`config.mk`:
```
export PLATFORM = sky130hd
export DESIGN_NAME = cfsplit_front
export DESIGN_NICKNAME = d
export VERILOG_FILES = /design/src/hdl/cube_face_triangle_index_splitter_assert.svh /design/src/hdl/cfsplit_pkg.sv /design/src/hdl/cfsplit_front.sv
export SDC_FILE = /design/constraint.sdc
export NUM_CORES = 1
export LEC_CHECK = 0
export BUFFER_PORTS_ARGS = -buffer_cell sky130_fd_sc_hd__buf_2
export CAP_MARGIN = 20
export CORE_MARGIN = 3
export CORE_UTILIZATION = 60
export DETAILED_ROUTE_END_ITERATION = 16
export PLACE_DENSITY = 0.9
export SYNTH_ARGS = -nofsm -noshare
export SYNTH_HDL_FRONTEND = slang
export SYNTH_SLANG_ARGS = --single-unit
```
`constraint.sdc`:
```
create_clock -name clk_i -period 4.1 [get_ports clk_i]
set_input_delay 0.615 -clock clk_i [delete_from_list [all_inputs] [get_ports clk_i]]
set_output_delay 0.615 -clock clk_i [all_outputs]
set_load 0.005 [all_outputs]
```
`src/hdl/cube_face_triangle_index_splitter_assert.svh`:
```
// Assertion macros for the cube face triangle index splitter.
// Used by modules that carry concurrent checks; needs clk_i and rst_ni in scope.
`ifndef CUBE_FACE_TRIANGLE_INDEX_SPLITTER_ASSERT_SVH
`define CUBE_FACE_TRIANGLE_INDEX_SPLITTER_ASSERT_SVH
`ifndef SYNTH
// plain property, checked on every clock edge outside reset
`define CFS_ASSERT(lbl, prop) \
  lbl: assert property (@(posedge clk_i) disable iff (!rst_ni) (prop)) \
    else $error("%m: check failed");
// same-cycle implication
`define CFS_ASSERT_IMP(lbl, pre, post) \
  lbl: assert property (@(posedge clk_i) disable iff (!rst_ni) (pre) |-> (post)) \
    else $error("%m: implication failed");
`else
`define CFS_ASSERT(lbl, prop)
`define CFS_ASSERT_IMP(lbl, pre, post)
`endif
`endif

```
`src/hdl/cfsplit_pkg.sv`:
```
// Shared types and constants of the cube face triangle index splitter.
// No dependencies.
`default_nettype none

package cfsplit_pkg;

  // field widths
  localparam int IdxW      = 12;
  localparam int GroupW    = 3;
  localparam int TolW      = 14;
  localparam int CoordW    = 16;
  localparam int PosW      = 3 * CoordW;

  // remap store geometry: one row of MaxVertices slots per group
  localparam int MaxVertices = 4096;
  localparam int GroupCount  = 7;
  localparam int CntW        = 13;
  localparam int RamDepth    = GroupCount * MaxVertices;
  localparam int RamAddrW    = GroupW + IdxW;

  // entry tag: a surface generation number, zero never matches a live one
  localparam int EpochW  = 8;
  localparam int EntryW  = EpochW + IdxW;

  // result queue
  localparam int ResDepth = 4;
  localparam int ResPtrW  = 2;
  localparam int ResCntW  = 3;

  localparam logic [GroupW-1:0] RegularGroup = 3'd6;
  localparam logic [TolW-1:0]   TolReset     = 14'd8;

  // one classified triangle waiting for renumbering
  typedef struct packed {
    logic                      start;
    logic [GroupW-1:0]         grp;
    logic [2:0][IdxW-1:0]      idx;
  } tri_t;

  // one renumbered corner
  typedef struct packed {
    logic [GroupW-1:0] grp;
    logic [IdxW-1:0]   src;
    logic [IdxW-1:0]   dst;
    logic              is_new;
    logic              last;
  } res_t;

  // remap store entry
  typedef struct packed {
    logic [EpochW-1:0] tag;
    logic [IdxW-1:0]   dest;
  } entry_t;

  // back part status toward the front part
  typedef struct packed {
    logic clearing;
    logic take;
  } back_stat_t;

endpackage

`default_nettype wire

```
`src/hdl/cfsplit_front.sv`:
```
// Front part: tolerance register, face classification and a two-word triangle queue.
// Depends on cfsplit_pkg.
`default_nettype none

module cfsplit_front import cfsplit_pkg::*; (
  input  wire logic              clk_i,
  input  wire logic              rst_ni,
  input  wire logic              push,
  output logic                   full,
  input  wire logic              surface_start_i,
  input  wire logic [IdxW-1:0]   corner_a_index_i,
  input  wire logic [IdxW-1:0]   corner_b_index_i,
  input  wire logic [IdxW-1:0]   corner_c_index_i,
  input  wire logic [PosW-1:0]   corner_a_position_i,
  input  wire logic [PosW-1:0]   corner_b_position_i,
  input  wire logic [PosW-1:0]   corner_c_position_i,
  input  wire logic              side_tolerance_we_i,
  input  wire logic [TolW-1:0]   side_tolerance_i,
  output tri_t                   head_o,
  output logic                   head_valid_o,
  input  wire back_stat_t        stat_i
);

  localparam int FaceW = 6;
  localparam logic signed [CoordW:0] BoundZero = 17'sd0;
  localparam logic signed [CoordW:0] BoundOne  = 17'sd8192;

  // |v - bound| == 0 or below the tolerance
  function automatic logic near_bound(input logic [CoordW-1:0] v,
                                      input logic signed [CoordW:0] bound,
                                      input logic [TolW-1:0] tol);
    logic signed [CoordW:0] d;
    logic [CoordW:0]        mag;
    d   = $signed({v[CoordW-1], v}) - bound;
    mag = d[CoordW] ? (CoordW+1)'(-d) : (CoordW+1)'(d);
    return (mag == '0) || (mag < {{(CoordW+1-TolW){1'b0}}, tol});
  endfunction

  // bit 2a: axis a near 0, bit 2a+1: axis a near 1
  function automatic logic [FaceW-1:0] face_mask(input logic [PosW-1:0] pos,
                                                 input logic [TolW-1:0] tol);
    logic [FaceW-1:0] m;
    m = '0;
    for (int a = 0; a < 3; a++) begin
      m[2*a]   = near_bound(pos[a*CoordW +: CoordW], BoundZero, tol);
      m[2*a+1] = near_bound(pos[a*CoordW +: CoordW], BoundOne, tol);
    end
    return m;
  endfunction

  logic [TolW-1:0] tol_q;
  tri_t            q_mem_q [2];
  logic            wr_ptr_q, rd_ptr_q;
  logic [1:0]      cnt_q;
  logic [FaceW-1:0] mask_and;
  logic [GroupW-1:0] grp;
  tri_t            word_in;
  logic            accept;

  // tolerance register
  always_ff @(posedge clk_i or negedge rst_ni) begin
    if (!rst_ni) begin
      tol_q <= TolReset;
    end else if (side_tolerance_we_i) begin
      tol_q <= side_tolerance_i;
    end
  end

  // classify: a single common face selects that face, else regular
  always_comb begin
    mask_and = face_mask(corner_a_position_i, tol_q)
             & face_mask(corner_b_position_i, tol_q)
             & face_mask(corner_c_position_i, tol_q);
    grp = RegularGroup;
    for (int s = 0; s < FaceW; s++) begin
      if (mask_and == (FaceW'(1) << s)) begin
        grp = GroupW'(s);
      end
    end
  end

  always_comb begin
    word_in.start  = surface_start_i;
    word_in.grp    = grp;
    word_in.idx[0] = corner_a_index_i;
    word_in.idx[1] = corner_b_index_i;
    word_in.idx[2] = corner_c_index_i;
  end

  // triangle queue
  assign full         = (cnt_q == 2'd2) || stat_i.clearing;
  assign accept       = push && !full;
  assign head_o       = q_mem_q[rd_ptr_q];
  assign head_valid_o = (cnt_q != 2'd0);

  always_ff @(posedge clk_i) begin
    if (accept) begin
      q_mem_q[wr_ptr_q] <= word_in;
    end
  end

  always_ff @(posedge clk_i or negedge rst_ni) begin
    if (!rst_ni) begin
      wr_ptr_q <= 1'b0;
      rd_ptr_q <= 1'b0;
      cnt_q    <= 2'd0;
    end else begin
      if (accept) begin
        wr_ptr_q <= ~wr_ptr_q;
      end
      if (stat_i.take) begin
        rd_ptr_q <= ~rd_ptr_q;
      end
      cnt_q <= cnt_q + 2'(accept) - 2'(stat_i.take);
    end
  end

endmodule

`default_nettype wire

```
# [After elaboration in Yosys (flattened, before gate mapping)]
# Memory sizes are Yosys's and may differ from the RTL's.
# Cells that the tools add are included.
[classes] n_bitwise=4 n_reduce_logical=40 n_eq_ne=7 add_sub_neg=29 n_mux=26 order_cmp=18
[ops] op="17-bit zero test" n=18
[ops] op="17-bit by 14-bit < comparator with 1-bit output" n=18
[ops] op="17-bit 2-to-1 mux" n=18
[ops] op="16-bit negation with 17-bit output" n=9
[ops] op="17-bit negation" n=9
[ops] op="16-bit by 15-bit subtractor with 17-bit output, second input constant" n=9
[ops] op="1-bit logical OR" n=19
[ops] op="3-bit 2-to-1 mux" n=6
[ops] op="6-bit bitwise AND" n=2
[ops] op="6-bit by 1-bit == test with 1-bit output, second input constant" n=1
[ops] op="6-bit by 2-bit == test with 1-bit output, second input constant" n=1
[ops] op="6-bit by 3-bit == test with 1-bit output, second input constant" n=1
[ops] op="6-bit by 4-bit == test with 1-bit output, second input constant" n=1
[ops] op="6-bit by 5-bit == test with 1-bit output, second input constant" n=1
[ops] op="6-bit == test, second input constant" n=1
[ops] op="2-bit by 1-bit adder with 2-bit output" n=1
[ops] op="2-bit == test, second input constant" n=1
[ops] op="1-bit 2-to-1 mux" n=2
[ops] op="1-bit NOT" n=2
[ops] op="2-bit nonzero test" n=1
[ops] op="2-bit by 1-bit subtractor with 2-bit output" n=1
[ops] op="1-bit logical AND" n=1
[ops] op="1-bit zero test" n=1
[totals] n_memories=1 reg_bits=18 output_inout_bits=42 mem_bits_rw=80 inputBits=201 wordCells=129
[mem_list] memory="q_mem_q" words=2 word_bits=40 read_ports=1 rd_ports_with_merged_regs=0 write_ports=1 line="cfsplit_front.sv:52" source="tri_t q_mem_q [2];"

# [Longest topological paths before layout]
# Gate-level depths: netlist of the first run.
[logic_depth] depth_word=14 mapped_depth=18 ltp_nobuf=17

# [Worst setup path after synthesis of the first run]
# No wires, ideal clock.
[synth_timing] path_kind="input to register" startpoint="input port corner_b_position_i[15]" endpoint="memory q_mem_q[0][38] (netlist bit), data pin" required_ns=3.829 path_buffers=3 t_arrival_ns=3.856 setup_ns=0.271 cell_stages=17 slack_ns=-0.027 cell_sequence="clkbuf_1 > o21bai_1 > clkbuf_1 > clkbuf_1 > nand2_1 > xnor2_1 > ha_1 > a21o_1 > a21o_1 > a221oi_1 > a21oi_1 > o31a_1 > o32a_1 > nor4_4 > inv_1 > nor3b_1 > o31ai_2"
[synth_via] elab_chain_len=14 word_cells_on_any_way=25 cone_classes="3 x add/sub; 2 x order compare; 6 x eq/ne; 8 x mux; 2 x bitwise; 4 x reduce/logical"
[synth_rtl] item="start, declared" line="cfsplit_front.sv:15" source="input wire logic [PosW-1:0] corner_b_position_i,"
[synth_rtl] item="16-bit by 15-bit subtractor with 17-bit output" line="cfsplit_front.sv:34" source="d = $signed({v[CoordW-1], v}) - bound;"
[synth_rtl] item="17-bit negation" line="cfsplit_front.sv:35" source="mag = d[CoordW] ? (CoordW+1)'(-d) : (CoordW+1)'(d);"
[synth_rtl] item="17-bit 2-to-1 mux" line="cfsplit_front.sv:35"
[synth_rtl] item="17-bit by 14-bit < comparator with 1-bit output / 17-bit zero test (equally long branches)" line="cfsplit_front.sv:36" source="return (mag == '0) || (mag < {{(CoordW+1-TolW){1'b0}}, tol});"
[synth_rtl] item="1-bit logical OR" line="cfsplit_front.sv:36"
[synth_rtl] item="6-bit bitwise AND (*)" line="cfsplit_front.sv:72" source="& face_mask(corner_b_position_i, tol_q)"
[synth_rtl] item="6-bit bitwise AND (*)" line="cfsplit_front.sv:73" source="& face_mask(corner_c_position_i, tol_q);"
[synth_rtl] item="6-bit by 1-bit == test with 1-bit output" line="cfsplit_front.sv:76" source="if (mask_and == (FaceW'(1) << s)) begin"
[synth_rtl] item="3-bit 2-to-1 mux (5 in a row)" line="cfsplit_front.sv:76"
[synth_rtl] item="3-bit 2-to-1 mux (*)" line="cfsplit_front.sv:76"
[synth_rtl] item="named net grp[2]" line="cfsplit_front.sv:56" source="logic [GroupW-1:0] grp;"
[synth_rtl] item="end, declared" line="cfsplit_front.sv:52"
# The timed path passes the listed nets; every way through them passes the cells marked *.

# [Worst setup path after layout of the first run]
[layout_timing] startpoint="input port corner_a_position_i[33]" endpoint="memory q_mem_q[0][37] (netlist bit), data pin"
[layout_via] elab_chain_len=14 word_cells_on_any_way=25 cone_classes="3 x add/sub; 2 x order compare; 6 x eq/ne; 8 x mux; 2 x bitwise; 4 x reduce/logical"
[layout_rtl] item="start, declared" line="cfsplit_front.sv:14" source="input wire logic [PosW-1:0] corner_a_position_i,"
[layout_rtl] item="16-bit by 15-bit subtractor with 17-bit output" line="cfsplit_front.sv:34"
[layout_rtl] item="17-bit negation" line="cfsplit_front.sv:35"
[layout_rtl] item="17-bit 2-to-1 mux" line="cfsplit_front.sv:35"
[layout_rtl] item="17-bit by 14-bit < comparator with 1-bit output / 17-bit zero test (equally long branches)" line="cfsplit_front.sv:36"
[layout_rtl] item="1-bit logical OR" line="cfsplit_front.sv:36"
[layout_rtl] item="6-bit bitwise AND (*)" line="cfsplit_front.sv:72"
[layout_rtl] item="6-bit bitwise AND (*)" line="cfsplit_front.sv:73"
[layout_rtl] item="6-bit by 1-bit == test with 1-bit output" line="cfsplit_front.sv:76"
[layout_rtl] item="3-bit 2-to-1 mux (5 in a row)" line="cfsplit_front.sv:76"
[layout_rtl] item="3-bit 2-to-1 mux (*)" line="cfsplit_front.sv:76"
[layout_rtl] item="named net grp[1]" line="cfsplit_front.sv:56"
# Marks and branches as above.

==> impl_metrics.yaml, run 1 <==
timing:
  period_minus_slack_ps: 3980
  fin_tns_setup_ps: 0
  tightest_slew_ps: 950
  slew_violations: 0
  slew_headroom_pct: 36.6
  finalHoldViolations: 0
  fmax_mhz: 251
  finalCritPeriodShare_pct: 97.1
  layout_setup_ws_ps: 117
  finClkSkew_ps: 9.25
  setup_viol: 0
die:
  die_h_um: 174
  core-area_um2: 27900
  die_w_um: 174
  pin_count: 243
  start_util_pct: 61.1
  die-area_um2: 30400
  rows: 61
power:
  p_sw_mw: 2.04
  power.density_nw_per_um2: 250
  power.clock.fraction_pct: 16.6
  p_int_mw: 2.93
  irDropWorstVdd_mv: 0.233
  leakage_nw: 8.60
  p_total_mw: 4.98
  combPwrFrac_pct: 57.5
  switching_share_pct: 41.1
  p_seq_share_pct: 25.9
cells_and_area:
  syn_to_final_growth_pct: 17.1
  postLayoutCellArea_um2: 19900
  drive_above_1_share_pct: 23.1
  stdcell_count: 2768
  finalNetCount: 2859
placed_design:
  place_congestion: 0.962
  dpl.hpwl_um: 41300
  io_buffers: 242
  dp.cells: 2746
  place_area_um2: 19500
  pre_cts_slack_ps: -283
route:
  topRoutingLayerUsed: "met5"
  drc: 0
  vias: 17500
  met1_length_um: 20700
  vias_per_cell: 6.32
  met2RoutedLength_um: 24900
  routedWlPerCell_um: 18.7
  firstDrtPassIters: 6
  ant_nets: 0
  wl_met3_um: 3900
  drt-initial-drc-count: 1400
  totalWireLength_um: 51600
global_route:
  grtUsageTotal_pct: 32.5
  grt_pass1_wl_um: 83300
  antenna_found_initial: 8
  grt_start_max_net_pins: 41
  gr-total-overflow: 0
  grt_pass1_vias: 17100
cts:
  cts_tree: "built"
  h-tree-depth: 3
  clkSinkCount: 98
  path_clk_slew_ps: 80
  cts_buffers: 9
  clock_latency_ps: 340
  cts_buffer_depth: 2
  postCtsSetupBuffers: 0
  cts_root_buf: "clkbuf_16"
synth:
  synth_area_leaders: "ha_1, edfxtp_1, xnor2_1"
  synth-edff-count: 80
  ys_seq_area_share_pct: 16.8
  synth_common_cells: "ha_1, nand2_1, xnor2_1"
  yosysWarnings: 0
  yosysMostFrequentCell: "ha_1"
  synth_ff_type: "edfxtp_1"
  synthArstFlopShare_pct: 18.4
  synth_top_cell_area_share_pct: 20.4
  synth_top_area_cell: "ha_1"
  syn_nets: 2561
  syn_inst: 2082
  ys_ff_latch: 98
  synth_cell_types: 87
  syn_area_um2: 17000
  avgSynthCellArea_um2: 8.18
critical_path:
  cp-end-kind: "flip-flop"
  worst_ep_required_time_ps: 4180
  crit_fanout: 4
  arrival_ps: 4070
  critPathLaunchType: "input pin"
  critical_path_class: "input pin to flip-flop"
run_status:
  status: "finished clean"
run:
  maxCapViolations: 0
hold_path:
  hp-class: "input pin to async pin"
==> worst max-delay path, stage by stage <==
cell,delay [ps]
buf_2,110
inv_1,80
ha_1,160
or4b_4,500
nor3_4,220
nor2_1,80
xor2_1,240
ha_1,290
a21oi_1,160
nor2b_1,60
o21ai_0,150
nand2b_1,90
a221oi_2,210
a31oi_1,110
nor4_4,440
a21boi_2,220
o21ai_1,90
a31o_1,250
==> power groups by stage <==
stage          Clock, mW  Combinational [mW]  Sequential (mW)
2_1_floorplan          0                1.85             1.28
3_3_place_gp           0                2.60             1.29
3_5_place_dp           0                2.75             1.30
4_1_cts            0.833                2.79             1.29
5_1_grt            0.867                3.15             1.29
6_report           0.824                2.86             1.29
==> final timing paths <==
check / from / to / slack, ps / cells past startpoint
min in group clk_i: corner_a_index_i[2] / q_mem_q[0][2] / 460 / 1
max: corner_a_position_i[33] / q_mem_q[0][37] / 120 / 18
min: rst_ni / tol_q[1] / 190 / 1
max in group asynchronous: rst_ni / tol_q[3] / 3580 / 1
min reg2reg: cnt_q[0] / cnt_q[0] / 580 / 1
max reg2reg: tol_q[1] / q_mem_q[1][38] / 450 / 13
==> flip-flops by register name (all words and copies together) (netlist names) <==
register / flops
wr_ptr_q: 1
tol_q: 14
q_mem_q: 80
rd_ptr_q: 1
cnt_q: 2
==> layer usage <==
metal | global-route usage (%) | up-vias
met5 | 0 | -
li1 | - | 8307
met3 | 4.17 | 193
met4 | 13.8 | 6
met2 | 57.2 | 765
met1 | 39.9 | 8211
==> timing repair <==
item                                    in CTS  in global routing
endpoints found under the setup margin       0                  6
hold buffers                                 0                  0
gates resized for setup                      0                 26
==> layout by cell type (no fill, tap or decap), drive strengths merged, types with 11 or more instances in the layout <==
cell      n
xnor2   184
nor2b    30
or3      30
or2      17
inv      87
a21o     29
nor3b    11
dfrtp    17
edfxtp   80
o41ai    19
nand4    28
nor2     99
o211ai   12
nand2   194
nand2b   42
a31oi    23
ha      278
a21oi   108
or4      24
o21bai   11
o21ai   156
nor4     36
o21a     14
and3     11
nor4b    11
a211oi   17
xor2     48
mux2     43
nand3    51
nor3     54
o31ai    32
buf     418
==> logic make-up after synthesis <==
| family | after synthesis | synth area share, % |
|---|---|---|
| AOI/OAI and AO/OA | 530 | 21.0 |
| xor gates and xnor gates | 232 | 11.9 |
| adders and majority gates | 278 | 20.4 |
| buffers and inverters | 215 | 5.05 |
| and+or+nand+nor | 677 | 21.5 |
| DFF | 98 | 16.8 |
| muxes | 52 | 3.37 |
==> metrics by stage <==
| step | hold slack, ps | util (%) |
|---|---|---|
| floorplan | 319 | - |
| global placement | 513 | 70.0 |
| detailed placement | 532 | 70.0 |
| CTS | 195 | 71.1 |
| global route | 209 | 71.6 |
| finish | 192 | 71.6 |
==> cell type report <==
cell class	count	area [um2]
Timing Repair Buffer	418	2540
Antenna cell	5	12.5
Tap cell	378	473
Fill cell	2146	7930
Multi-Input combinational cell	1769	13400
Sequential cell	98	2850
Clock buffer	9	225
Inverter	84	315
Clock inverter	7	81.3
Power figures use the tool's default switching activity.
==> run 2: changes to the inputs <==
- PLACE_DENSITY: 0.9 -> 0.95
- REMOVE_ABC_BUFFERS: not set -> 1
- clock period: 4.1 -> 4.5 ns (I/O delays scaled with it)
==> impl_metrics.yaml, run 2 (synthesized netlist as in run 1, its figures left out) <==
route:
  firstDrtPassIters: 8
  vias: 17200
  totalWireLength_um: 50400
  drt-initial-drc-count: 1354
  drc: 0
  vias_per_cell: 6.46
  ant_nets: 0
  routedWlPerCell_um: 18.9
run_status:
  status: "finished clean"
power:
  p_total_mw: 4.59
  irDropWorstVdd_mv: 0.234
  power.density_nw_per_um2: 240
  leakage_nw: 8.07
global_route:
  grtUsageTotal_pct: 31.3
  grt_start_max_net_pins: 41
  antenna_found_initial: 9
  gr-total-overflow: 0
  grt_pass1_vias: 16400
  grt_pass1_wl_um: 80000
cells_and_area:
  drive_above_1_share_pct: 18.7
  largestRegisters: "q_mem_q: 80 flops, tol_q: 14 flops, cnt_q: 2 flops"
  final_common_cell: "ha_1"
  largest-register: "q_mem_q"
  stdcell_count: 2663
  final_cell_mix: "ha_1, buf_2, nand2_1, xnor2_1, o21ai_0"
  finalNetCount: 2752
  largest_register_ff_count: 80
  postLayoutCellArea_um2: 19100
  syn_to_final_growth_pct: 12.3
  fillerInstances: 2198
critical_path:
  cp_slowest_stage_delay_ps: 490
  crit_path_cell_trace: "buf_2, inv_1, ha_1, or3b_1, nor3_1, nor2_1, xnor2_1, ha_1, and4_1, a211oi_1, o21a_1, a21oi_1, o221ai_1, a21oi_1, nor4_4, a21boi_1, o21ai_1, a31o_1"
  worst_ep_required_time_ps: 4580
  arrival_ps: 4260
  crit_slowest_cell: "or3b_1"
  critPathLaunchType: "input pin"
  critical_path_class: "input pin to flip-flop"
  crit_fanout: 8
  cp-end-kind: "flip-flop"
timing:
  finalCritPeriodShare_pct: 92.8
  period_minus_slack_ps: 4180
  rsz0062_at_grt: "false"
  setup_viol: 0
  fin_tns_setup_ps: 0
  tightest_slew_ps: 1080
  slew_violations: 0
  slew_headroom_pct: 28.2
  fmax_mhz: 239
  finalHoldViolations: 0
  finClkSkew_ps: 3.38
cts:
  postCtsSetupBuffers: 0
  cts_tree: "built"
  cts_buffer_depth: 2
  h-tree-depth: 3
  clock_latency_ps: 330
  cts_buffers: 9
  clkSinkCount: 98
  path_clk_slew_ps: 70
  cts_root_buf: "clkbuf_16"
placed_design:
  place_congestion: 0.996
  dpl.hpwl_um: 40100
  dp.cells: 2638
  io_buffers: 242
  place_area_um2: 18700
die:
  core-area_um2: 27900
  die_h_um: 174
  start_util_pct: 61.1
  rows: 61
  pin_count: 243
  die-area_um2: 30400
  die_w_um: 174
hold_path:
  hp-class: "input pin to async pin"
run:
  maxCapViolations: 0
-- run 2: cell types whose count changed in the layout (fill, tap and decap cells not counted), sizes merged --
cell	previous run	this run
clkbuf	9	11
inv	87	86
buf	418	311
diode	5	7
clkinv	4	0
bufinv	0	3
-- run 2: critical path: cells and delay by family --
kind / cells / cell delay [ps]
and+or+nand+nor: 5 / 1350
AOI/OAI and AO/OA: 8 / 1310
adders and majority gates: 2 / 550
buffers and inverters: 2 / 230
xor gates and xnor gates: 1 / 140
-- run 2: routing by layer --
metal	GRT usage, %	vias up	wire, um
met5	0	-	36
met1	39.0	8069	20300
li1	-	8104	-
met2	53.4	837	23600
met4	13.8	6	2160
met3	5.20	180	4310
-- run 2: layout make-up --
| type | instances | area, um2 | area share (%) |
|---|---|---|---|
| clock buffers | 11 | 233 | 1.22 |
| diodes | 7 | 17.5 | 0.0916 |
| flip-flops and latches | 98 | 2850 | 14.9 |
| clock inverters | 5 | 110 | 0.576 |
| multi-input cells | 1769 | 13300 | 69.7 |
| inverters | 84 | 315 | 1.65 |
| well taps | 378 | 473 | 2.47 |
| repair buffers | 311 | 1790 | 9.35 |
-- run 2: stage by stage --
stage	util [%]	worst slack [ps]	hold slack [ps]
global route	68.6	21.8	289
finish	68.6	323	268
detailed placement	67.1	-48.0	531
global placement	67.1	116	509
CTS	68.4	295	272
floorplan	-	406	379
-- run 2: path summary, 6_finish.rpt --
kind,end,start,cells past startpoint,slack (ps)
max in group asynchronous,tol_q[3],rst_ni,1,3900
worst max register to register,q_mem_q[0][38],tol_q[7],13,920
min in group clk_i,q_mem_q[1][12],corner_b_index_i[0],1,530
worst min-delay path,rd_ptr_q,rst_ni,1,270
worst min register to register,cnt_q[0],cnt_q[0],1,580
worst max-delay path,q_mem_q[1][37],corner_b_position_i[33],18,320
-- run 2: power by group --
part / internal [mW] / total (mW) / switching (mW)
clock network: 0.550 / 0.875 / 0.325
registers: 1.12 / 1.18 / 0.0687
logic: 1.12 / 2.54 / 1.41
-- run 2: what timing repair did --
item | 4_1_cts | 5_1_grt
hold buffers | 0 | 0
gates resized for setup | 0 | 2
endpoints found under the setup margin | 0 | 4
