--- src/hdl/cube_face_triangle_index_splitter_assert.svh ---
// Assertion macros for the cube face triangle index splitter.
// Used by modules that carry concurrent checks; needs clk_i and rst_ni in scope.
`ifndef CUBE_FACE_TRIANGLE_INDEX_SPLITTER_ASSERT_SVH
`define CUBE_FACE_TRIANGLE_INDEX_SPLITTER_ASSERT_SVH
`ifndef SYNTH
// plain property, checked on every clock edge outside reset
`define CFS_ASSERT(lbl, prop) \
  lbl: assert property (@(posedge clk_i) disable iff (!rst_ni) (prop)) \
    else $error("%m: check failed");
// same-cycle implication
`define CFS_ASSERT_IMP(lbl, pre, post) \
  lbl: assert property (@(posedge clk_i) disable iff (!rst_ni) (pre) |-> (post)) \
    else $error("%m: implication failed");
`else
`define CFS_ASSERT(lbl, prop)
`define CFS_ASSERT_IMP(lbl, pre, post)
`endif
`endif

--- src/hdl/cfsplit_pkg.sv ---
// Shared types and constants of the cube face triangle index splitter.
// No dependencies.
`default_nettype none

package cfsplit_pkg;

  // field widths
  localparam int IdxW      = 12;
  localparam int GroupW    = 3;
  localparam int TolW      = 14;
  localparam int CoordW    = 16;
  localparam int PosW      = 3 * CoordW;

  // remap store geometry: one row of MaxVertices slots per group
  localparam int MaxVertices = 4096;
  localparam int GroupCount  = 7;
  localparam int CntW        = 13;
  localparam int RamDepth    = GroupCount * MaxVertices;
  localparam int RamAddrW    = GroupW + IdxW;

  // entry tag: a surface generation number, zero never matches a live one
  localparam int EpochW  = 8;
  localparam int EntryW  = EpochW + IdxW;

  // result queue
  localparam int ResDepth = 4;
  localparam int ResPtrW  = 2;
  localparam int ResCntW  = 3;

  localparam logic [GroupW-1:0] RegularGroup = 3'd6;
  localparam logic [TolW-1:0]   TolReset     = 14'd8;

  // one classified triangle waiting for renumbering
  typedef struct packed {
    logic                      start;
    logic [GroupW-1:0]         grp;
    logic [2:0][IdxW-1:0]      idx;
  } tri_t;

  // one renumbered corner
  typedef struct packed {
    logic [GroupW-1:0] grp;
    logic [IdxW-1:0]   src;
    logic [IdxW-1:0]   dst;
    logic              is_new;
    logic              last;
  } res_t;

  // remap store entry
  typedef struct packed {
    logic [EpochW-1:0] tag;
    logic [IdxW-1:0]   dest;
  } entry_t;

  // back part status toward the front part
  typedef struct packed {
    logic clearing;
    logic take;
  } back_stat_t;

endpackage

`default_nettype wire

--- src/hdl/cfsplit_res_fifo.sv ---
// Result queue: four corner words between the back part and the output ports.
// Depends on cfsplit_pkg.
`default_nettype none

module cfsplit_res_fifo import cfsplit_pkg::*; (
  input  wire logic         clk_i,
  input  wire logic         rst_ni,
  input  wire logic         push_i,
  input  wire res_t         data_i,
  output logic [ResCntW-1:0] count_o,
  output logic              empty_o,
  input  wire logic         pop_i,
  output res_t              data_o
);

  res_t               mem_q [ResDepth];
  logic [ResPtrW-1:0] wr_ptr_q, rd_ptr_q;
  logic [ResCntW-1:0] cnt_q;
  logic               take;

  assign empty_o = (cnt_q == '0);
  assign take    = pop_i && !empty_o;
  assign data_o  = mem_q[rd_ptr_q];
  assign count_o = cnt_q;

  // storage
  always_ff @(posedge clk_i) begin
    if (push_i) begin
      mem_q[wr_ptr_q] <= data_i;
    end
  end

  // pointers and fill level
  always_ff @(posedge clk_i or negedge rst_ni) begin
    if (!rst_ni) begin
      wr_ptr_q <= '0;
      rd_ptr_q <= '0;
      cnt_q    <= '0;
    end else begin
      if (push_i) begin
        wr_ptr_q <= wr_ptr_q + 1'b1;
      end
      if (take) begin
        rd_ptr_q <= rd_ptr_q + 1'b1;
      end
      cnt_q <= cnt_q + ResCntW'(push_i) - ResCntW'(take);
    end
  end

endmodule

`default_nettype wire

--- config.mk ---
export PLATFORM = sky130hd
export DESIGN_NAME = cfsplit_res_fifo
export DESIGN_NICKNAME = d
export VERILOG_FILES = /design/src/hdl/cube_face_triangle_index_splitter_assert.svh /design/src/hdl/cfsplit_pkg.sv /design/src/hdl/cfsplit_res_fifo.sv
export SDC_FILE = /design/constraint.sdc
export NUM_CORES = 1
export LEC_CHECK = 0
export BUFFER_PORTS_ARGS = -buffer_cell sky130_fd_sc_hd__buf_2
export CAP_MARGIN = 20
export CORE_ASPECT_RATIO = 0.5
export CORE_MARGIN = 4
export CORE_UTILIZATION = 56
export DETAILED_ROUTE_END_ITERATION = 16
export GPL_TIMING_DRIVEN = 1
export PLACE_DENSITY = 0.76
export RECOVER_POWER = 50
export SYNTH_ARGS = -nofsm -noshare
export SYNTH_HDL_FRONTEND = slang
export SYNTH_SLANG_ARGS = --single-unit
--- constraint.sdc ---
create_clock -name clk_i -period 2.72 [get_ports clk_i]
set_input_delay 0.408 -clock clk_i [delete_from_list [all_inputs] [get_ports clk_i]]
set_output_delay 0.408 -clock clk_i [all_outputs]
set_load 0.02 [all_outputs]
======== Word level (Yosys, flattened, before mapping) ========
Memory sizes are Yosys's and may differ from the RTL's.
Index checks and enable logic that the tools add are counted.
cells by class
  add/subtract/negate cells ............... 4
  $mul .................................... 0
  div/mod/pow operators ................... 0
  magnitude comparators ................... 0
  equality and inequality tests ........... 0
  shift-type cells ........................ 0
  muxes and demuxes ....................... 2
  bitwise gates (word level) .............. 0
  reductions and logical operators ........ 3
operator list
  cell                   number
  $add A2 B1 Y2 const B  2
  $add A3 B1 Y3          1
  $logic_not A3 Y1       1
  $sub A3 B1 Y3          1
  $mux W1                2
  $logic_and A1 B1 Y1    1
  $logic_not A1 Y1       1
storage, ports and cells
  flip-flop bits (word level) ............. 7
  bits in latches ......................... 0
  bits in writable memories ............... 116
  bits in read-only memories .............. 0
  input bits .............................. 33
  output and inout bits ................... 33
  memories kept ........................... 1
memory list
  name   depth  width  rd ports  clocked after Yosys merged registers in  write ports  RTL line                source
  mem_q  4      29     1         0                                        1            cfsplit_res_fifo.sv:16  res_t mem_q [ResDepth];

======== Longest topological paths before layout ========
Gate-level depths: netlist of the first run.
  depth in word-level cells ............... 4
  mapped depth ............................ 9
  gate-level depth less buffers ........... 9

======== Least setup slack after synthesis of the first run ========
OpenSTA, ideal clock, no wires.
  path kind ............................... register to register
  start ................................... register cnt_q[1], in the netlist count_o[1]
  end ..................................... register cnt_q[2], in the netlist count_o[2]
  data arrival time ....................... 2.036 ns
  required time ........................... 2.586 ns
  slack ................................... 0.550 ns
  cell stages (with the launch flop) ...... 10
  buffers on the path ..................... 0
  clock period less this slack ............ 2.170 ns
  path through ............................ dfrtp_1 > o31ai_1 > inv_1 > ha_1 > inv_1 > ha_1 > inv_1 > fa_1 > xnor2_1 > xnor2_1
between the ends
  longest elaborated chain between the ends .. 4
  elaborated cells on any way between the ends .. 5
  those cells by class .................... add/sub (2); reduce/logical (3)
RTL lines
  item                      RTL line                source
  start: declaration        cfsplit_res_fifo.sv:18  logic [ResCntW-1:0] cnt_q;
  start signal: assignment  cfsplit_res_fifo.sv:46  cnt_q <= cnt_q + ResCntW'(push_i) - ResCntW'(take);
  $logic_not A3 Y1          cfsplit_res_fifo.sv:21  assign empty_o = (cnt_q == '0);
  $logic_not A1 Y1          cfsplit_res_fifo.sv:22  assign take = pop_i && !empty_o;
  $logic_and A1 B1 Y1       cfsplit_res_fifo.sv:22
  via take                  cfsplit_res_fifo.sv:19  logic take;
  $sub A3 B1 Y3             cfsplit_res_fifo.sv:46
The timed path passes the listed nets, and every way through them passes these cells.
A chain may end at the register's enable or synchronous reset.

==> results of run 1 <==
==> path summary, 6_finish.rpt <==
kind / startpoint / end / slack, ps / cells past startpoint
setup / recovery: rd_ptr_q[0]$_DFFE_PN0P_ / data_o[28] / 220 / 3
hold / removal: data_i[7] / mem_q[0][7]$_DFFE_PP_ / 260 / 1
setup reg to reg: count_o[1]$_DFF_PN0_ / count_o[2]$_DFF_PN0_ / 490 / 9
hold reg to reg: wr_ptr_q[0]$_DFFE_PN0P_ / wr_ptr_q[0]$_DFFE_PN0P_ / 540 / 1
max in group asynchronous: rst_ni / rd_ptr_q[0]$_DFFE_PN0P_ / 1980 / 2
min in group asynchronous: rst_ni / count_o[0]$_DFF_PN0_ / 440 / 2
==> layer usage <==
layer,GRT usage (%),vias to the layer above,share of wire (%)
li1,-,957,-
met1,24.7,1136,40
met2,36.1,77,53
met3,6.93,6,6.4
met4,6.37,0,0.94
met5,0,-,0
==> logic make-up (layout without fill, tap and decap cells) <==
| logic type | count (synthesis) | after routing | synth area share, % |
|---|---|---|---|
| buf+inv | 13 | 112 | 1.61 |
| flops | 123 | 123 | 79.8 |
| xor+xnor | 5 | 5 | 0.955 |
| simple gates | 6 | 6 | 0.737 |
| fa+ha+maj | 7 | 7 | 2.07 |
| mux | 29 | 29 | 14.3 |
| compound gates | 3 | 3 | 0.464 |
==> synthesized netlist by cell type (all sizes together) <==
library cell and number:
o21ai 1, inv 7, and2 4, o311ai 1
edfxtp 116, nor3 1, buf 5, dfrtp 7
xor2 1, o31ai 1, fa 1, xnor2 4
ha 6, clkbuf 1, mux4 29, nand2 1
==> stage by stage <==
step	cells	utilization, %	hold slack [ps]	setup slack [ps]
after floorplan	186	-	112	550
after global placement	360	66.4	244	612
after detailed placement	360	66.4	251	497
after CTS	393	75.0	202	184
after global routing	393	74.5	264	120
final	393	74.5	264	218
==> worst max-delay path: stages, from the launching register on <==
cell,delay [ps]
sky130_fd_sc_hd__dfrtp_2,630
sky130_fd_sc_hd__buf_4,270
sky130_fd_sc_hd__mux4_1,610
sky130_fd_sc_hd__buf_2,190
==> report_power, final <==
part	switching, W	internal [W]	leakage [nW]
clock	0.000805	0.00162	0.303
combinational	0.00112	0.000825	0.524
sequential	0.000208	0.00250	1.15
==> registers in the layout, indices dropped and copies added, names as in the netlist <==
register,cells
count_o,3
wr_ptr_q,2
mem_q,116
rd_ptr_q,2
==> cell type report <==
type	count	area, sq um	share of cell area (%)
Sequential cell	123	3660	64.4
Tap cell	108	135	2.38
Clock inverter	15	220	3.88
Inverter	7	26.3	0.463
Clock buffer	17	425	7.49
Multi-Input combinational cell	50	853	15.0
Timing Repair Buffer	73	359	6.32
==> repair_timing <==
action / 4_1_cts / 5_1_grt
setup buffers: 0 / 0
hold endpoints to repair: 7 / 0
hold buffers: 1 / 0
==> impl_results.md, run 1 <==
* Worst path arrival time at 2090 ps
* Max Fanout on Critical Path at 12
* Largest cells by area after synthesis: sky130_fd_sc_hd__edfxtp_1, sky130_fd_sc_hd__mux4_2, sky130_fd_sc_hd__dfrtp_1
* P per Cell Area at 1250 mW/mm^2
* Number of H-tree branching levels at 4
* LEAKAGE at 1.97 nW
* Filler cells at between 400 and 500
* Area post-placement at 0.00506 sq mm
* Worst-skew pair later-pin latency at about 400 ps
* Detailed Routing Iterations Pass 1 at 4
* Unrepaired setup endpoints after global routing: no
* Initial detailed-routing violation count at 139
* Worst setup path category: flop to output pin
* Count of state elements after synthesis at 123
* Pin count of the biggest net entering global routing at 30
* Count of warnings emitted by yosys at 0
* Vias in the first global route at 2,335
* Average instance area after synthesis at 24.6 sq um
* Layout Skew at 6.79 ps
* Number of nets still failing antenna checks after routing at 0
* Number of nets in the synthesized netlist at 226
* Worst max-slew margin expressed relative to the limit at 39.8%
* Layout net count at 312
* Number of clock buffers inserted by TritonCTS at 17
* Number of top-level pins at 66
* Routed wire length at about 9000 um
* Routed vias at 2,176
* Post-CTS sizing at 0
* Clock root buffer: sky130_fd_sc_hd__clkbuf_16
* Placeable core region at 0.00762 sq mm
* Initial Util at 60.1%
* CTS tree: built
* Cell area after technology mapping at 0.00458 sq mm
* Area share of the leading cell type in the synthesized netlist at 76.0%
* Power after layout at 0.00709 W
* Critical path data required time at about 2300 ps
* Average vias per placed instance at 5.54
* Commonest non-fill, non-tap cell in the layout: sky130_fd_sc_hd__edfxtp_1
* Maximum resistive drop on vdd at roughly 0.71 mV
* Final critical-path required period at 2500 ps
* Final Wtd Congestion at 0.728
* Post-Synthesis Cells at 186
* Layout-stage area growth over the synthesis result at 23.9%
* Outcome: completed
* Port Buf Inserts at 65
* Fraction of the cycle the final worst path needs at 92.0%
* Seq/Total Area, Yosys at 79.8%
* Worst slew pin tran at between 900 and 1000 ps
* Grt ovf at 0
* Number of max-slew violations in the final report at 0
* Final HPWL DP at 4880 um
* Width of the chip at around 140 um
* Startpoint kind of the worst setup timing path: flop
* Number of antenna violations at the first check in global routing at 0
* CTS sink count at 123
* Antenna cell count at 0
* Commonest non-fill, non-tap cells in the layout: sky130_fd_sc_hd__edfxtp_1, sky130_fd_sc_hd__buf_2, sky130_fd_sc_hd__clkbuf_1
* Setup Viol. Count Final at 0
* WL/cell at 22.9 um
* Total die area at 0.00978 sq mm
* Count of unique library cells instantiated by Yosys at 18
* DRC violations left at 0
* Proportion of layout cells with a drive suffix above 1 at between 30% and 40%
* Post-synth top area cell: sky130_fd_sc_hd__edfxtp_1
* Overall global routing resource usage at approximately a fifth
* Post-layout instance area at approximately 0.0057 sq mm
* Max Fclk at 400 MHz
* Number of max-capacitance violations reported at 0
* Final-layout setup total negative slack at 0 ps
* Critical Path Sink Type: output pin
* FP Rows at 22
* Clock-pin slew on the worst setup and hold paths at around 60 ps
* Count of endpoints failing hold in the final timing report at 0
* Die H at just over 70 um
* Type of the tightest min-delay check: input pin to flop
* Buffer depth of the longest clock path at 2
* First-pass GRT wire length at 14,000 um
(Power assumes the default switching activity.)
==> run 2, diff against run 1 <==
--- a/config.mk
+++ b/config.mk
@@ -10,10 +10,12 @@
 export CORE_ASPECT_RATIO = 0.5
 export CORE_MARGIN = 4
 export CORE_UTILIZATION = 56
+export CTS_CLUSTER_SIZE = 14
 export DETAILED_ROUTE_END_ITERATION = 16
-export GPL_TIMING_DRIVEN = 1
+export GPL_TIMING_DRIVEN = 0
 export PLACE_DENSITY = 0.76
 export RECOVER_POWER = 50
+export SETUP_SLACK_MARGIN = 0.05
 export SYNTH_ARGS = -nofsm -noshare
 export SYNTH_HDL_FRONTEND = slang
 export SYNTH_SLANG_ARGS = --single-unit
==> impl_results.md, run 2 (synthesis results as in run 1) <==
* Outcome: completed
* Switching power total at 0.00195 W (-8.9%)
* Biggest register: mem_q
* Critical path data required time at 2310 ps (about the same)
* Commonest non-fill, non-tap cell in the layout: sky130_fd_sc_hd__edfxtp_1
* Detailed Routing Iterations Pass 1 at 4 (unchanged)
* Number of antenna violations at the first check in global routing at 0 (unchanged)
* Max reg flops at 116 (unchanged)
* Worst slew pin tran at 1420 ps (+513 ps)
* Routed wire length at 7570 um (-16%)
* Proportion of layout cells with a drive suffix above 1 at 31.4% (-4.7 points)
* CTS tree: built
* Total die area at 0.00978 sq mm (unchanged)
* Fraction of the cycle the final worst path needs at 84.6% (-7.4 points)
* Clock root buffer: sky130_fd_sc_hd__clkbuf_16
* Grt ovf at 0 (unchanged)
* Post-CTS setup-driven buffer insertion count at 0 (unchanged)
* Power after layout at 0.00647 W (-8.7%)
* Vias in the first global route at 2,312 (-0.99%)
* Number of nets still failing antenna checks after routing at 0 (unchanged)
* Placeable core region at 0.00762 sq mm (unchanged)
* Antenna cell count at 0 (unchanged)
* Max Fanout on Critical Path at 10 (-2)
* Net switching fraction of the power at 30.1% (-0.076 points)
* Number of top-level pins at 66 (unchanged)
* Die H at 72.0 um (unchanged)
* Setup Viol. Count Final at 0 (unchanged)
* Worst max-slew margin expressed relative to the limit at 5.57% (-34 points)
* Layout net count at 311 (-0.32%)
* Count of endpoints failing hold in the final timing report at 0 (unchanged)
* Sequential share of power at 40.9% (+2.7 points)
* Final-layout setup total negative slack at 0 ps (unchanged)
* Startpoint kind of the worst setup timing path: flop
* DRC violations left at 0 (unchanged)
* P per Cell Area at 1170 mW/mm^2 (-5.9%)
* Routed vias at 2,089 (-4.0%)
* Max Fclk at 434 MHz (+8.7%)
* CTS sink count at 123 (unchanged)
* Power share of the combinational group at 29.7% (+2.2 points)
* LEAKAGE at 1.90 nW (-3.8%)
* Average vias per placed instance at 5.38 (-2.8%)
* Number of H-tree branching levels at 4 (unchanged)
* FP Rows at 22 (unchanged)
* Worst slack after detailed placement at 425 ps (-71.9 ps)
* Critical Path Sink Type: output pin
* Pin count of the biggest net entering global routing at 30 (unchanged)
* Initial Util at 60.1% (unchanged)
* Final Wtd Congestion at 0.755 (+3.7%)
* Placed insts at 359 (-0.28%)
* Internal cell power at 0.00453 W (-8.6%)
* Maximum resistive drop on vdd at 0.608 mV (-14%)
* Type of the tightest min-delay check: input pin to flop
* WL/cell at 19.5 um (-15%)
* Commonest non-fill, non-tap cells in the layout: sky130_fd_sc_hd__edfxtp_1, sky130_fd_sc_hd__clkbuf_1, sky130_fd_sc_hd__buf_2
* Width of the chip at 136 um (unchanged)
* Buffer depth of the longest clock path at 2 (unchanged)
* Final HPWL DP at 4580 um (-6.2%)
* Worst path arrival time at 1890 ps (-200 ps)
* Clock network power share at 29.5% (-4.8 points)
* Number of max-capacitance violations reported at 0 (unchanged)
* Number of clock buffers inserted by TritonCTS at 17 (unchanged)
* Final worst slack at 418 ps (+200 ps)
* Worst-skew pair later-pin latency at 410 ps (about the same)
* Worst-case hold slack at 259 ps (-5.59 ps)
* Unrepaired setup endpoints after global routing: no
* Final critical-path required period at 2300 ps (-200 ps)
* Number of max-slew violations in the final report at 0 (unchanged)
* Initial detailed-routing violation count at 152 (+9.4%)
* Overall global routing resource usage at 17.9% (-2.7 points)
* Internal reg-to-reg setup slack at 430 ps (-60 ps)
* Layout Skew at 4.72 ps (-2.07 ps)
* Port Buf Inserts at 65 (unchanged)
* Filler-free cell count of the finished design at 388 (-1.3%)
* Clock-pin slew on the worst setup and hold paths at 50 ps (about the same)
* Layout-stage area growth over the synthesis result at 20.3%
* First-pass GRT wire length at 12,400 um (-12%)
* Worst setup path category: flop to output pin
run 2: changes by cell type in the layout (fill, tap and decap cells not counted):
cell | previous run | this run
sky130_fd_sc_hd__and2_0 | 1 | 0
sky130_fd_sc_hd__and2_2 | 2 | 3
sky130_fd_sc_hd__buf_12 | 1 | 0
sky130_fd_sc_hd__buf_2 | 35 | 34
sky130_fd_sc_hd__buf_4 | 5 | 0
sky130_fd_sc_hd__buf_6 | 0 | 3
sky130_fd_sc_hd__bufinv_16 | 5 | 1
sky130_fd_sc_hd__clkbuf_1 | 31 | 39
sky130_fd_sc_hd__clkinv_1 | 1 | 3
sky130_fd_sc_hd__clkinv_4 | 1 | 0
sky130_fd_sc_hd__clkinvlp_4 | 4 | 0
sky130_fd_sc_hd__dfrtp_1 | 6 | 7
sky130_fd_sc_hd__dfrtp_2 | 1 | 0
sky130_fd_sc_hd__inv_6 | 2 | 0
run 2: layer usage:
metal | GRT usage [%] | part of all wire [%] | up-vias
met1 | 22.9 | 43 | 1061
met5 | 0 | 0 | -
met3 | 6.51 | 5.8 | 14
met2 | 27.6 | 49 | 65
met4 | 8.83 | 1.8 | 0
li1 | - | - | 949
run 2: path summary, 6_finish.rpt:
path,from,end,depth (start not counted)
max in group asynchronous,rst_ni,rd_ptr_q[0]$_DFFE_PN0P_,2
hold reg to reg,wr_ptr_q[0]$_DFFE_PN0P_,wr_ptr_q[0]$_DFFE_PN0P_,1
setup / recovery,rd_ptr_q[1]$_DFFE_PN0P_,data_o[12],3
hold / removal,data_i[3],mem_q[3][3]$_DFFE_PP_,1
setup reg to reg,count_o[1]$_DFF_PN0_,count_o[2]$_DFF_PN0_,9
min in group asynchronous,rst_ni,count_o[2]$_DFF_PN0_,2
run 2: repair_timing:
item / CTS / global route
resized for setup: 0 / 0
hold endpoints to repair: 7 / 0
hold buffers: 1 / 0
run 2: final cells by class:
class	count	area, sq um
flip-flops and latches	123	3660
fillers	474	2110
well taps	108	135
inverters	7	26.3
multi-input cells	50	855
clock buffers	22	444
repair buffers	66	294
plain buffers	6	47.5
clock inverters	6	51.3
run 2: stage by stage:
stage,area [sq um],util [%]
final,5510,72.3
after global routing,5510,72.3
after CTS,5550,72.8
after detailed placement,5050,66.2
after global placement,5040,66.1
after floorplan,4580,-
run 2: worst max-delay path, cell delays in order, from the launching register on:
cell	delay, ps
sky130_fd_sc_hd__dfrtp_1	370
sky130_fd_sc_hd__clkbuf_1	510
sky130_fd_sc_hd__mux4_2	420
sky130_fd_sc_hd__buf_2	180
run 2: power by group through the flow:
| stage | combinational (W) | clock [W] | sequential (W) |
|---|---|---|---|
| 2_1_floorplan | 0.00139 | 0 | 0.00266 |
| 3_3_place_gp | 0.00195 | 0 | 0.00266 |
| 3_5_place_dp | 0.00198 | 0 | 0.00268 |
| 4_1_cts | 0.00198 | 0.00194 | 0.00265 |
| 5_1_grt | 0.00209 | 0.00205 | 0.00268 |
| 6_report | 0.00192 | 0.00191 | 0.00264 |
==> run 3, diff against run 2 <==
--- a/config.mk
+++ b/config.mk
@@ -5,15 +5,16 @@
 export SDC_FILE = /design/constraint.sdc
 export NUM_CORES = 1
 export LEC_CHECK = 0
+export ABC_AREA = 1
 export BUFFER_PORTS_ARGS = -buffer_cell sky130_fd_sc_hd__buf_2
 export CAP_MARGIN = 20
 export CORE_ASPECT_RATIO = 0.5
 export CORE_MARGIN = 4
-export CORE_UTILIZATION = 56
+export CORE_UTILIZATION = 57
 export CTS_CLUSTER_SIZE = 14
 export DETAILED_ROUTE_END_ITERATION = 16
 export GPL_TIMING_DRIVEN = 0
-export PLACE_DENSITY = 0.76
+export PLACE_DENSITY = 0.77
 export RECOVER_POWER = 50
 export SETUP_SLACK_MARGIN = 0.05
 export SYNTH_ARGS = -nofsm -noshare
==> constraint.sdc (replaced) <==
create_clock -name clk_i -period 2.4 [get_ports clk_i]
set_input_delay 0.36 -clock clk_i [delete_from_list [all_inputs] [get_ports clk_i]]
set_output_delay 0.36 -clock clk_i [all_outputs]
set_load 0.02 [all_outputs]
==> impl_results.md, run 3 <==
* Outcome: completed
* Count of flip-flops with a built-in enable after synthesis at 116 (unchanged)
* Startpoint of the worst register-to-register path: count_o[1]$_DFF_PN0_
* Buffer depth of the longest clock path at 2 (unchanged)
* Number of max-slew violations in the final report at 0 (unchanged)
* Total die area at 0.0105 sq mm (+7.8%)
* FP Rows at 23 (+4.5%)
* Final HPWL DP at 6330 um (+38%)
* Final worst slack at 127 ps (-291 ps)
* Final critical-path required period at 2270 ps
* First-pass GRT wire length at 15,900 um (+29%)
* CTS tree: built
* Number of nets in the synthesized netlist at 461 (+100%)
* Routed wire length at 10,300 um (+36%)
* Max Fclk at roughly 440 MHz
* FFs w/ async S/R, synth at 5.69% (unchanged)
* Layout net count at 550 (+77%)
* Clock-pin slew on the worst setup and hold paths at 50 ps (about the same)
* Max Fanout on Critical Path at 10 (unchanged)
* Reg-to-reg critical path endpoint: count_o[1]$_DFF_PN0_
* Sequential share of power at 34.6% (-6.3 points)
* Critical path data required time at 2040 ps (-270 ps)
* Overall global routing resource usage at 20.6% (+2.7 points)
* Fraction of the cycle the final worst path needs at approximately 95%
* Average instance area after synthesis at 12.0 sq um (-51%)
* Number of H-tree branching levels at 4 (unchanged)
* Unrepaired setup endpoints after global routing: no
* Initial Util at 60.9% (+0.78 points)
* Power share of the combinational group at 36.6% (+6.9 points)
* Most frequent cell after synthesis: sky130_fd_sc_hd__edfxtp_1
* Flip-flop cell with the highest count after synthesis: sky130_fd_sc_hd__edfxtp_1
* Antenna cell count at 0 (unchanged)
* Routed vias at 3,345 (+60%)
* Detailed Routing Iterations Pass 1 at 5 (+1)
* Proportion of layout cells with a drive suffix above 1 at 18.4% (-13 points)
* Setup Viol. Count Final at 0 (unchanged)
* Biggest register: mem_q
* Width of the chip at 141 um (+3.9%)
* Commonest non-fill, non-tap cell in the layout: sky130_fd_sc_hd__edfxtp_1
* Worst R2R Path Depth at 10 (+1)
* Crit path from: rd_ptr_q[0]$_DFFE_PN0P_
* Max reg flops at 116 (unchanged)
* Worst max-slew margin expressed relative to the limit at 46.1% (+41 points)
* Worst slew pin tran at 807 ps (-609 ps)
* Capturing element of the worst setup path: data_o[19]
* Pin count of the biggest net entering global routing at 18 (-40%)
* Critical Path Sink Type: output pin
* Layout Skew at 7.12 ps (+2.40 ps)
* Grt ovf at 0 (unchanged)
* Count of unique library cells instantiated by Yosys at 22 (+4)
* Post-layout instance area at 0.00616 sq mm (+12%)
* DRC violations left at 0 (unchanged)
* Switching power total at 0.00311 W (+60%)
* Die H at 74.6 um (+3.7%)
* Post-CTS sizing at 0 (unchanged)
* Post-Synthesis Cells at 421 (+130%)
* Seq/Total Area, Yosys at 72.3% (-7.6 points)
* Post-synth top area cell: sky130_fd_sc_hd__edfxtp_1
* Average vias per placed instance at 5.27 (-2.2%)
* Number of antenna violations at the first check in global routing at 0 (unchanged)
* Initial detailed-routing violation count at 237 (+56%)
* Count of endpoints failing hold in the final timing report at 0 (unchanged)
* CTS sink count at 123 (unchanged)
* Number of clock buffers inserted by TritonCTS at 17 (unchanged)
* Area post-placement at 0.00563 sq mm (+11%)
* Cell area after technology mapping at 0.00506 sq mm (+10%)
* Clock network power share at 28.8% (-0.7 points)
* Number of max-capacitance violations reported at 0 (unchanged)
* Count of warnings emitted by yosys at 0 (unchanged)
* WL/cell at 16.3 um (-17%)
* Number of top-level pins at 66 (unchanged)
* Count of state elements after synthesis at 123 (unchanged)
* Final Wtd Congestion at 0.774 (+2.5%)
* Commonest cells in the synthesized netlist: sky130_fd_sc_hd__edfxtp_1, sky130_fd_sc_hd__nand2_1, sky130_fd_sc_hd__nor2_1
* Maximum resistive drop on vdd at 1.08 mV (+77%)
* Worst setup path category: flop to output pin
* Clock root buffer: sky130_fd_sc_hd__clkbuf_16
* Area share of the leading cell type in the synthesized netlist at 68.8% (-7.2 points)
* Vias in the first global route at 3,350 (+45%)
* Placeable core region at 0.00832 sq mm (+9.1%)
* Type of the tightest min-delay check: input pin to flop
* Internal cell power at 0.00545 W (+20%)
* Final-layout setup total negative slack at 0 ps (unchanged)
* Largest cells by area after synthesis: sky130_fd_sc_hd__edfxtp_1, sky130_fd_sc_hd__nand2_1, sky130_fd_sc_hd__nor2_1
* Worst-skew pair later-pin latency at 410 ps (about the same)
* Commonest non-fill, non-tap cells in the layout: sky130_fd_sc_hd__edfxtp_1, sky130_fd_sc_hd__nand2_1, sky130_fd_sc_hd__nor2_1
* Worst path arrival time at 1910 ps (+20 ps)
* Layout-stage area growth over the synthesis result at 21.7%
* Net switching fraction of the power at 36.4% (+6.3 points)
* Internal reg-to-reg setup slack at 390 ps (-40 ps)
* P per Cell Area at 1390 mW/mm^2 (+18%)
* Port Buf Inserts at 65 (unchanged)
* Startpoint kind of the worst setup timing path: flop
* Power after layout at 0.00857 W (+32%)
* Worst slack after detailed placement at 415 ps (-9.72 ps)
* LEAKAGE at 2.54 nW (+34%)
* Number of nets still failing antenna checks after routing at 0 (unchanged)
-- run 3: cell count changes in the layout (fill, tap and decap cells not counted), sizes merged, moves of 12 or more --
cell / before / now
mux4: 29 / 0
buf: 37 / 49
o21ai: 1 / 59
inv: 7 / 45
nand2: 1 / 103
nor2: 0 / 59
-- run 3: routing by layer --
| metal | up-vias | track usage [%] | routed length [um] |
|---|---|---|---|
| met4 | 0 | 8.92 | 154 |
| met2 | 149 | 34.6 | 5030 |
| met5 | - | 0 | 0 |
| met1 | 1597 | 24.8 | 4360 |
| li1 | 1583 | - | - |
| met3 | 16 | 7.55 | 783 |
-- run 3: worst max-delay path, stage by stage (launching register included) --
cell	delay (ps)
sky130_fd_sc_hd__dfrtp_1	390
sky130_fd_sc_hd__buf_6	150
sky130_fd_sc_hd__inv_2	70
sky130_fd_sc_hd__clkbuf_1	430
sky130_fd_sc_hd__o21ai_0	190
sky130_fd_sc_hd__nand2_1	110
sky130_fd_sc_hd__buf_2	170
-- run 3: cells by family (layout without fill, tap and decap cells) --
family                     Yosys count  count (layout)  synth area share, %
buffers and inverters               65             167                 6.08
xor gates and xnor gates             3               3                0.519
and+or+nand+nor                    164             164                 12.7
adders and majority gates            7               7                 1.88
DFF                                123             123                 72.3
AOI/OAI and AO/OA                   59              59                 6.57
-- run 3: power by group through the flow --
stage	clock (W)	combinational [W]	sequential, W
global placement	0	0.00296	0.00300
floorplan	0	0.00204	0.00301
global route	0.00259	0.00344	0.00299
finish	0.00247	0.00314	0.00296
CTS	0.00247	0.00318	0.00296
detailed placement	0	0.00314	0.00300
-- run 3: cell type report --
cell class	count	area, sq um
sequential	123	3660
fill	536	2150
multi-input combinational	233	1100
clock buffer	22	444
timing repair buffer	70	392
inverter	45	169
tap	112	140
buffer	20	138
clock inverter	10	124
-- run 3: worst min path at each step --
stage | start | end | slack [ps] | cells past startpoint
detailed placement | rst_ni | count_o[2]$_DFF_PN0_ | 200 | 1
floorplan | rst_ni | count_o[0]$_DFF_PN0_ | 60 | 0
finish | push_i | count_o[0]$_DFF_PN0_ | 200 | 2
global placement | rst_ni | count_o[2]$_DFF_PN0_ | 200 | 1
global route | push_i | count_o[0]$_DFF_PN0_ | 200 | 2
CTS | data_i[16] | mem_q[1][16]$_DFFE_PP_ | 150 | 1
-- run 3: what timing repair did --
action / in CTS / in global routing
setup buffers: 0 / 0
endpoints found under the hold margin: 7 / 0
hold buffers: 1 / 0
-- run 3: per-stage QoR --
stage	cells	hold slack (ps)	util, %
global placement	598	203	66.5
detailed placement	602	201	67.7
finish	635	201	74.1
global route	635	201	74.1
floorplan	421	64.4	-
CTS	635	150	74.6
